### config.mk
export PLATFORM = sky130hd
export DESIGN_NAME = segi_div_cell
export DESIGN_NICKNAME = d
export VERILOG_FILES = /design/src/rtl/core/segi_pkg.sv /design/src/rtl/core/segi_div_cell.sv
export SDC_FILE = /design/constraint.sdc
export NUM_CORES = 1
export LEC_CHECK = 0
export ABC_AREA = 1
export BUFFER_PORTS_ARGS = -buffer_cell sky130_fd_sc_hd__buf_2
export CORE_ASPECT_RATIO = 0.75
export CORE_UTILIZATION = 40
export CTS_BUF_LIST = sky130_fd_sc_hd__clkbuf_8 sky130_fd_sc_hd__clkbuf_16
export CTS_CLUSTER_DIAMETER = 30
export DETAILED_ROUTE_END_ITERATION = 8
export PLACE_DENSITY_LB_ADDON = 0.15
export SLEW_MARGIN = 20
export SYNTH_ARGS = -nofsm -noshare
export SYNTH_HDL_FRONTEND = slang
export SYNTH_SLANG_ARGS = --single-unit
### constraint.sdc
create_clock -name clk -period 2.26 [get_ports clk]
set_input_delay 0.452 -clock clk [delete_from_list [all_inputs] [get_ports clk]]
set_output_delay 0.452 -clock clk [all_outputs]
set_load 0.05 [all_outputs]
### src/rtl/core/segi_pkg.sv
// Shared constants for the 2-D segment intersection pipeline.
package segi_pkg;

  // Fraction bits of the crossing parameter t (unsigned Q0.24)
  localparam int unsigned T_FRAC = 24;

endpackage

### src/rtl/core/segi_div_cell.sv
// One restoring-division cell: resolves one quotient bit of t per cycle while en is high.
module segi_div_cell #(
  parameter int unsigned D_W    = 52,
  parameter int unsigned SIDE_W = 8
) (
  input  logic                             clk,
  input  logic                             rst_n,
  input  logic                             en,
  input  logic                             up_valid,
  input  logic [D_W-1:0]                   up_rem,
  input  logic [D_W-1:0]                   up_den,
  input  logic [segi_pkg::T_FRAC-1:0]      up_quo,
  input  logic [SIDE_W-1:0]                up_side,
  output logic                             dn_valid,
  output logic [D_W-1:0]                   dn_rem,
  output logic [D_W-1:0]                   dn_den,
  output logic [segi_pkg::T_FRAC-1:0]      dn_quo,
  output logic [SIDE_W-1:0]                dn_side
);
  import segi_pkg::*;

  logic [D_W:0]         rem_sh;
  logic                 take;
  logic [D_W-1:0]       rem_nxt;
  logic [T_FRAC-1:0]    quo_nxt;
  logic                 valid_r;
  logic [D_W-1:0]       rem_r;
  logic [D_W-1:0]       den_r;
  logic [T_FRAC-1:0]    quo_r;
  logic [SIDE_W-1:0]    side_r;

  // shift remainder, trial subtract
  always_comb begin
    rem_sh  = {up_rem, 1'b0};
    take    = (rem_sh >= {1'b0, up_den});
    rem_nxt = take ? D_W'(rem_sh - {1'b0, up_den}) : rem_sh[D_W-1:0];
    quo_nxt = {up_quo[T_FRAC-2:0], take};
  end

  always_ff @(posedge clk) begin
    if (!rst_n) begin
      valid_r <= 1'b0;
    end else if (en) begin
      valid_r <= up_valid;
    end
  end

  always_ff @(posedge clk) begin
    if (en) begin
      rem_r  <= rem_nxt;
      den_r  <= up_den;
      quo_r  <= quo_nxt;
      side_r <= up_side;
    end
  end

  assign dn_valid = valid_r;
  assign dn_rem   = rem_r;
  assign dn_den   = den_r;
  assign dn_quo   = quo_r;
  assign dn_side  = side_r;

endmodule

## Word level (Yosys, flattened, before mapping)

Index checks and enable logic that the tools add are counted.

- Word-level logic and storage cells: 9
- Output and inout bits: 137
- Bits in registers: 137
- Input port bits: 140

- Mux-type cells: 1
- Magnitude comparators: 1
- Add/sub/neg operators: 1

Operators with widths:

| cell | count |
|---|---|
| $ge 53x52->1 | 1 |
| $mux 52 | 1 |
| $sub 52x52->52 | 1 |

## Depth between registers and ports, before layout

Gate-level depths: netlist of run 1.

- Depth in word-level cells: 2
- Gate-level depth with buffers: 16
- Depth with buffers taken out: 16

## Worst setup path before layout of run 1

No wires, ideal clock.

- Path type: input -> register
- From: input up_den[24]
- To: register rem_r[51] (netlist: dn_rem[51]), data pin
- Stages on the path: 15
- Library setup time: 0.253 ns
- Arrival time: 1.953 ns
- Buffers on the path: 1
- Slack: 0.054 ns
- Required time: 2.007 ns
- Cell sequence: inv_1 ha_1 nand2_1 inv_2 nand2_1 nand2_1 nand2_1 nand2_1 nand2_1 nand2_1 a21oi_4 nand3_4 buf_6 nand3_1 nand2_1

- Cells in the longest elaborated chain, start to end: 2
- Elaborated cells on any way between the ends: 3
- Those cells by class: add/sub: 1; order compare: 1; mux: 1

RTL lines:

| what | RTL line | text |
|---|---|---|
| start: declaration | segi_div_cell.sv:11 | `input logic [D_W-1:0] up_den,` |
| $sub 52x52->52 or $ge 53x52->1 (tied branches) | segi_div_cell.sv:36, segi_div_cell.sv:35 |  |
| $mux 52 (*) | segi_div_cell.sv:36 | `rem_nxt = take ? D_W'(rem_sh - {1'b0, up_den}) : rem_sh[D_W-1:0];` |
| net rem_nxt[51] | segi_div_cell.sv:24 | `logic [D_W-1:0] rem_nxt;` |
| end signal: assignment | segi_div_cell.sv:50 | `rem_r <= rem_nxt;` |
| end: declaration | segi_div_cell.sv:27 | `logic [D_W-1:0] rem_r;` |

Mark *: on every way through the listed nets, which the timed path passes. The rest lies on a longest branch.
A chain may end at the register's enable or synchronous reset.

## Worst setup path in the final report of run 1

- From: input up_den[16]
- To: register rem_r[46] (netlist: dn_rem[46]), data pin

Same word-level chain as after synthesis.

==> flow_summary.yaml, run 1 <==
grt:
  antenna_found_initial: 0
  first_pass_grt_wire_length_um: 47400
  grt.overflow.total: 0
  vias_in_the_first_global_route: 8757
  grt_start_max_net_pins: 47
  grt_usage: 0.254
synth:
  syn-mean-instance-area_um2: 7.23
  synth_warnings: 0
  synth-seq-area-share: 0.419
  syn_inst: 1354
  mappedNetlistArea_mm2: 0.00979
  synth_cell_types: 35
  ys_ff_latch: 137
  synth-edff-count: 136
  ys_dominant_reg_cell: "edfxtp_1"
  synthesis.nets: 1547
  postSynth.asyncResetShare: 0
detailed_routing:
  via_count: 9889
  route.detailed.vias_per_inst: 4.53
  route.top_layer_used: "met4"
  totalWireLength_um: 33300
  detail-route-antenna-nets: 0
  met2RoutedLength_um: 13400
  drcViolationCount: 0
  wire_per_inst_um: 15.3
  drt-initial-drc-count: 651
  detailroute.wirelength.met3_um: 2380
  m1WireLength_um: 17300
  drt_pass1_iterations: 5
floorplanning:
  initial_core_util: 0.408
  row_count: 49
  die-area_mm2: 0.0251
  boundaryPins: 277
  die_y_um: 138
  die_width_um: 183
  floorplan.core_area_mm2: 0.0240
worst_hold_path:
  timing.hold.worst.start: "up_quo[7]"
  min_path_cells: 1
  worst_hold_path_type: "primary input to flop"
cts:
  htree_num_levels: 4
  cts_tree: "yes"
  clk_path_buf_depth: 2
  cts_made_buffers: 17
  cts_root_buffer: "clkbuf_16"
  clk_pin_slew_worst_paths_ns: 0.06
  num_clock_sinks: 137
  clock_insertion_delay_worst_skew_ns: 0.43
placed_design:
  place.detailed.hpwl_um: 26100
  numPlacedInstances: 2137
  weighted_congestion_reported_at_the_end_of_routability_driven_placement: 0.927
  worst_slack_at_placement_ns: -0.406
  placement.io_buffers: 275
timing:
  setup_ws_ns: 0.0947
  maxSlewHeadroom: 0.743
  tightest_slew_ns: 0.385
  timing.final.hold_violations: 0
  layout_worst_path_cycle_share: 0.958
  max_freq_mhz: 462
  setup_violations: 0
  maxSlewViolCount: 0
  worst_clock_skew_ns: 0
  fin_crit_ns: 2.17
worst_setup_path:
  path_max_fanout: 8
  setup.worst_path.start: "up_den[16]"
  reg2regPathDepth: 2
  worstReg2RegStart: "dn_valid"
  critPathKind: "primary input to flop"
  startpoint_type: "primary input"
  critPathArrivalTime_ns: 2.47
  cp-end-kind: "flop"
  worst_ep_required_time_ns: 2.56
power:
  leakage_nw: 7.78
  power.density_mw_per_mm2: 689
  worst_voltage_drop_across_the_vdd_grid_uv: 502
cells_and_area:
  sequential_cell_area_mm2: 0.00410
  antenna-diode-count: 0
  filler_cell_count: 2327
  final_layout_size_suffix_gt1_frac: 0.320
  nets: 2031
  multiInputGateArea_mm2: 0.00454
  post_layout_nonfiller_instances: 2181
  layout.core_utilization: 0.585
  area_delta_synth_final_pct: 43.2
flow_run:
  number_of_maximum_capacitance_violations: 0
status:
  outcome: "finished, final reports clean"
path summary, 6_finish.rpt:
check / slack (ns) / endpoint
setup reg to reg: 1.63 / dn_valid
hold / removal: 0.19 / dn_quo[8]
setup / recovery: 0.09 / dn_rem[46]
hold reg to reg: 0.55 / dn_valid
area by class of cell:
| cell class | count | area share |
|---|---|---|
| Sequential cell | 137 | 0.293 |
| Clock buffer | 17 | 0.0303 |
| Timing Repair Buffer | 479 | 0.221 |
| Tap cell | 331 | 0.0295 |
| Multi-Input combinational cell | 865 | 0.324 |
| Inverter | 338 | 0.0905 |
| Clock inverter | 14 | 0.0128 |
cells in the mapped netlist (2+ instances only):
cell type	count	area, um^2
nand3b_1	15	113
nand2_1	508	1910
nor2_1	80	300
o21ai_2	4	35.0
nand3_1	50	250
o21bai_1	5	37.5
o21ai_1	23	115
nor3_2	2	20.0
inv_2	10	37.5
a21oi_1	28	140
ha_1	52	651
nand2_2	4	25.0
inv_1	327	1230
nor3_1	6	30.0
edfxtp_1	136	4080
xor2_1	27	236
buf_2	2	10.0
nor2_2	8	50.1
nand3_2	6	60.1
buf_6	7	78.8
nand4_1	34	213
clkbuf_1	4	15.0
o21ai_0	4	20.0
report_power, final:
group / total, W / internal, W / switching, W / leakage (nW)
Sequential: 0.00319 / 0.00313 / 0.0000616 / 1.34
Clock: 0.00297 / 0.00183 / 0.00114 / 0.300
Combinational: 0.00350 / 0.00117 / 0.00233 / 6.14
timing repair:
| action | in CTS | in global routing |
|---|---|---|
| resized for setup | 0 | 54 |
| hold buffers | 0 | 0 |
| setup endpoints to repair | 0 | 52 |
| buffers inserted | 0 | 6 |
metrics by stage:
step           total power, W  setup TNS, ns  instance area (um^2)  hold slack [ns]
2_1_floorplan         0.00533              0                  9790            0.545
3_3_place_gp          0.00652         -16.35                 13000            0.516
3_5_place_dp          0.00655         -19.15                 13000            0.538
4_1_cts               0.00952              0                 13600            0.171
5_1_grt                0.0101         -0.142                 14000            0.170
6_report              0.00966              0                 14000            0.186
registers in the layout (all words and copies together), names as in the netlist:
name / cells
dn_den: 52
dn_quo: 24
dn_rem: 52
dn_side: 8
dn_valid: 1
critical path, cell delays in order:
cell and delay, ns:
buf_2 0.09, inv_1 0.04, ha_1 0.32, buf_4 0.14, nand2_1 0.07, nor2_2 0.14
nand2_1 0.11, inv_2 0.09, nand2_2 0.11, nor2_4 0.14, nand3_2 0.11, nand3_4 0.14
buf_12 0.16, buf_12 0.15, nand3_2 0.12, nand2_1 0.09
per-layer routing:
layer  up-vias  GRT usage
li1       5136          -
met1      4435      0.392
met2       302      0.356
met3        16     0.0518
met4         0     0.0556
met5         -          0
layout by cell type, fill, tap and decap left out, types with 2 or more instances in the layout:
master     instances
a21oi_1           26
inv_6              2
o21ai_2            4
inv_1            328
clkbuf_16         22
xor2_1            27
nor3_1             5
buf_6              4
nand3b_1          15
o21ai_0            4
buf_4            190
a21oi_2            2
buf_12             5
bufinv_16          4
nand4_1           34
inv_2             10
edfxtp_1         136
clkinv_1           3
nand2_1          493
ha_2               4
ha_1              39
clkinv_2           3
buf_2            274
o21ai_1           23
o21bai_1           5
nor2_2            18
nand2_2           19
ha_4               9
nor2_4             4
nand3_2            8
nor3_2             3
nand3_1           48
nor2_1            67
cell families (layout without fill, tap and decap cells):
logic type / after synthesis / count (layout) / synth area share
buffers and inverters: 352 / 848 / 0.141
flip-flops: 137 / 137 / 0.419
AND/OR/NAND/NOR: 719 / 719 / 0.309
AO/OA/AOI/OAI: 65 / 65 / 0.0372
adder cells (fa/ha/maj): 53 / 53 / 0.0685
XOR/XNOR: 28 / 28 / 0.0250
Power figures use the tool's default switching activity.
==> inputs of run 2 (changes only) <==
--- a/config.mk
+++ b/config.mk
@@ -9,10 +9,11 @@
 export BUFFER_PORTS_ARGS = -buffer_cell sky130_fd_sc_hd__buf_2
 export CORE_ASPECT_RATIO = 0.75
 export CORE_UTILIZATION = 40
-export CTS_BUF_LIST = sky130_fd_sc_hd__clkbuf_8 sky130_fd_sc_hd__clkbuf_16
+export CTS_BUF_LIST = sky130_fd_sc_hd__clkbuf_4 sky130_fd_sc_hd__clkbuf_8
 export CTS_CLUSTER_DIAMETER = 30
 export DETAILED_ROUTE_END_ITERATION = 8
 export PLACE_DENSITY_LB_ADDON = 0.15
+export RECOVER_POWER = 25
 export SLEW_MARGIN = 20
 export SYNTH_ARGS = -nofsm -noshare
 export SYNTH_HDL_FRONTEND = slang
==> run 2 against run 1 <==
Clock skew is the same. Clock power fell by 25%. Sequential power hardly changed. Global-route usage shrank 0.17 points. Via count shrank 0.69%. Total power down 8.3%. Count of clock-buffer cells in the layout is 1 higher. Maximum frequency is 0.81% lower. Hold slack worse by 0.034 ns. Critical endpoint is now dn_rem[1]. Critical path depth fell by 1. Routed wire length is 1.4% lower. Sequential share of layout area up 0.76 points.
==> flow_summary.yaml, run 2 (same netlist as run 1, synthesis figures left out) <==
timing:
  fin_tns_setup_ns: 0
  maxSlewViolCount: 0
  maxSlewHeadroom: 0.301
  timing.hold.ws_ns: 0.151
  timing.final.hold_violations: 0
  layout_worst_path_cycle_share: 0.966
  worst_clock_skew_ns: 0
  tightest_slew_ns: 1.05
  max_freq_mhz: 458
  setup_ws_ns: 0.0769
  setup_violations: 0
  fin_crit_ns: 2.18
detailed_routing:
  detail-route-antenna-nets: 0
  totalWireLength_um: 32900
  drt-initial-drc-count: 640
  drcViolationCount: 0
  route.detailed.vias_per_inst: 4.51
  drt_pass1_iterations: 5
  wire_per_inst_um: 15.1
  via_count: 9821
worst_setup_path:
  cp_cell_instances: "buf_2 -> inv_1 -> ha_1 -> buf_4 -> nand2_1 -> nor2_2 -> nand2_1 -> inv_2 -> nand2_2 -> nor2_4 -> nand3_2 -> nand3_4 -> buf_12 -> clkbuf_16 -> o21ai_1"
  critical_path_depth: 15
  worstReg2RegStart: "dn_valid"
  worst_ep_required_time_ns: 2.48
  critical-path-slowest-cell: "ha_1"
  path_delay_family: "simple AND/OR/NAND/NOR gates"
  max_stage_delay_ns: 0.32
  reg2regPathDepth: 2
  path_max_fanout: 12
  ff2ff_setup_slack_ns: 1.63
  critPathArrivalTime_ns: 2.40
  startpoint_type: "primary input"
  path_buf_inv: 6
  path_common_cell: "nand2_1"
  reg2reg_to: "dn_valid"
  setup.worst_path.start: "up_den[16]"
  critPathKind: "primary input to flop"
  cp-end-kind: "flop"
worst_hold_path:
  whs_endpoint: "dn_quo[8]"
  min_path_cells: 1
  timing.hold.worst.start: "up_quo[7]"
  worst_hold_path_type: "primary input to flop"
floorplanning:
  row_count: 49
  die_width_um: 183
  initial_core_util: 0.408
  boundaryPins: 277
  floorplan.core_area_mm2: 0.0240
  die_y_um: 138
  die-area_mm2: 0.0251
cts:
  cts_root_buffer: "clkbuf_8"
  cts_tree: "yes"
  cts_made_buffers: 17
  clk_path_buf_depth: 2
  num_clock_sinks: 137
  clk_pin_slew_worst_paths_ns: 0.08
  htree_num_levels: 4
  clock_insertion_delay_worst_skew_ns: 0.46
  cts.hold.buffers_added: 0
grt:
  vias_in_the_first_global_route: 8743
  grt.overflow.total: 0
  grt_usage: 0.252
  antenna_found_initial: 0
  grt_start_max_net_pins: 47
  first_pass_grt_wire_length_um: 47100
power:
  power.density_mw_per_mm2: 648
  leakage_nw: 7.60
  worst_voltage_drop_across_the_vdd_grid_uv: 396
cells_and_area:
  final_layout_size_suffix_gt1_frac: 0.297
  area_delta_synth_final_pct: 39.6
  post_layout_nonfiller_instances: 2178
  nets: 2028
  layout_commonest_cell: "nand2_1"
  antenna-diode-count: 0
  final_cell_mix: "503 x nand2_1, 327 x inv_1, 255 x buf_2, 188 x buf_4, 136 x edfxtp_1"
  layout.core_utilization: 0.570
status:
  outcome: "finished, final reports clean"
placed_design:
  worst_slack_at_placement_ns: -0.406
  numPlacedInstances: 2137
  place.detailed.hpwl_um: 26100
  weighted_congestion_reported_at_the_end_of_routability_driven_placement: 0.927
  placement.io_buffers: 275
flow_run:
  number_of_maximum_capacitance_violations: 0
==> run 2: changes by cell type in the layout (fill, tap and decap cells not counted), moves of 10 or more <==
cell       delta
buf_2        -19
nand2_2      -10
clkbuf_8     +17
clkbuf_16    -18
clkbuf_1     +20
nand2_1      +10
==> run 2: worst max-delay path by stage <==
stage                     slack (ns)         end
final                           0.08   dn_rem[1]
after global placement         -0.42  dn_rem[35]
after detailed placement       -0.41  dn_rem[17]
after global routing          -0.006  dn_rem[50]
after CTS                       0.09  dn_rem[17]
after floorplan                 0.05  dn_rem[51]
==> run 2: final cells by class <==
type                    instances  area (um^2)
clock inverters                13          176
clock buffers                  18          241
inverters                     338         1270
multi-input cells             865         4460
fillers                      2387        10300
flip-flops and latches        137         4100
well taps                     331          414
repair buffers                476         3010
==> run 2: timing repair <==
action / in CTS / in global routing
setup buffers: 0 / 4
setup endpoints to repair: 0 / 52
resized for setup: 0 / 29
==> run 2: routing by layer <==
layer	up-vias	GRT usage	routed length, um
met5	-	0	0
met4	0	0.0518	280
met3	18	0.0494	2260
met2	288	0.354	13100
met1	4396	0.392	17300
li1	5119	-	-
==> run 2: metrics by stage <==
stage / cell area (um^2) / power (W)
global route: 13700 / 0.00929
detailed placement: 13000 / 0.00655
global placement: 13000 / 0.00652
CTS: 13400 / 0.00879
floorplan: 9790 / 0.00533
finish: 13700 / 0.00886
==> run 2: report_power, final <==
| part | internal (W) | leakage [nW] | switching (W) | total (W) |
|---|---|---|---|---|
| Combinational | 0.00113 | 6.05 | 0.00231 | 0.00344 |
| Sequential | 0.00313 | 1.34 | 0.0000614 | 0.00319 |
| Clock | 0.00120 | 0.212 | 0.00102 | 0.00223 |
| Total | 0.00546 | 7.60 | 0.00340 | 0.00886 |
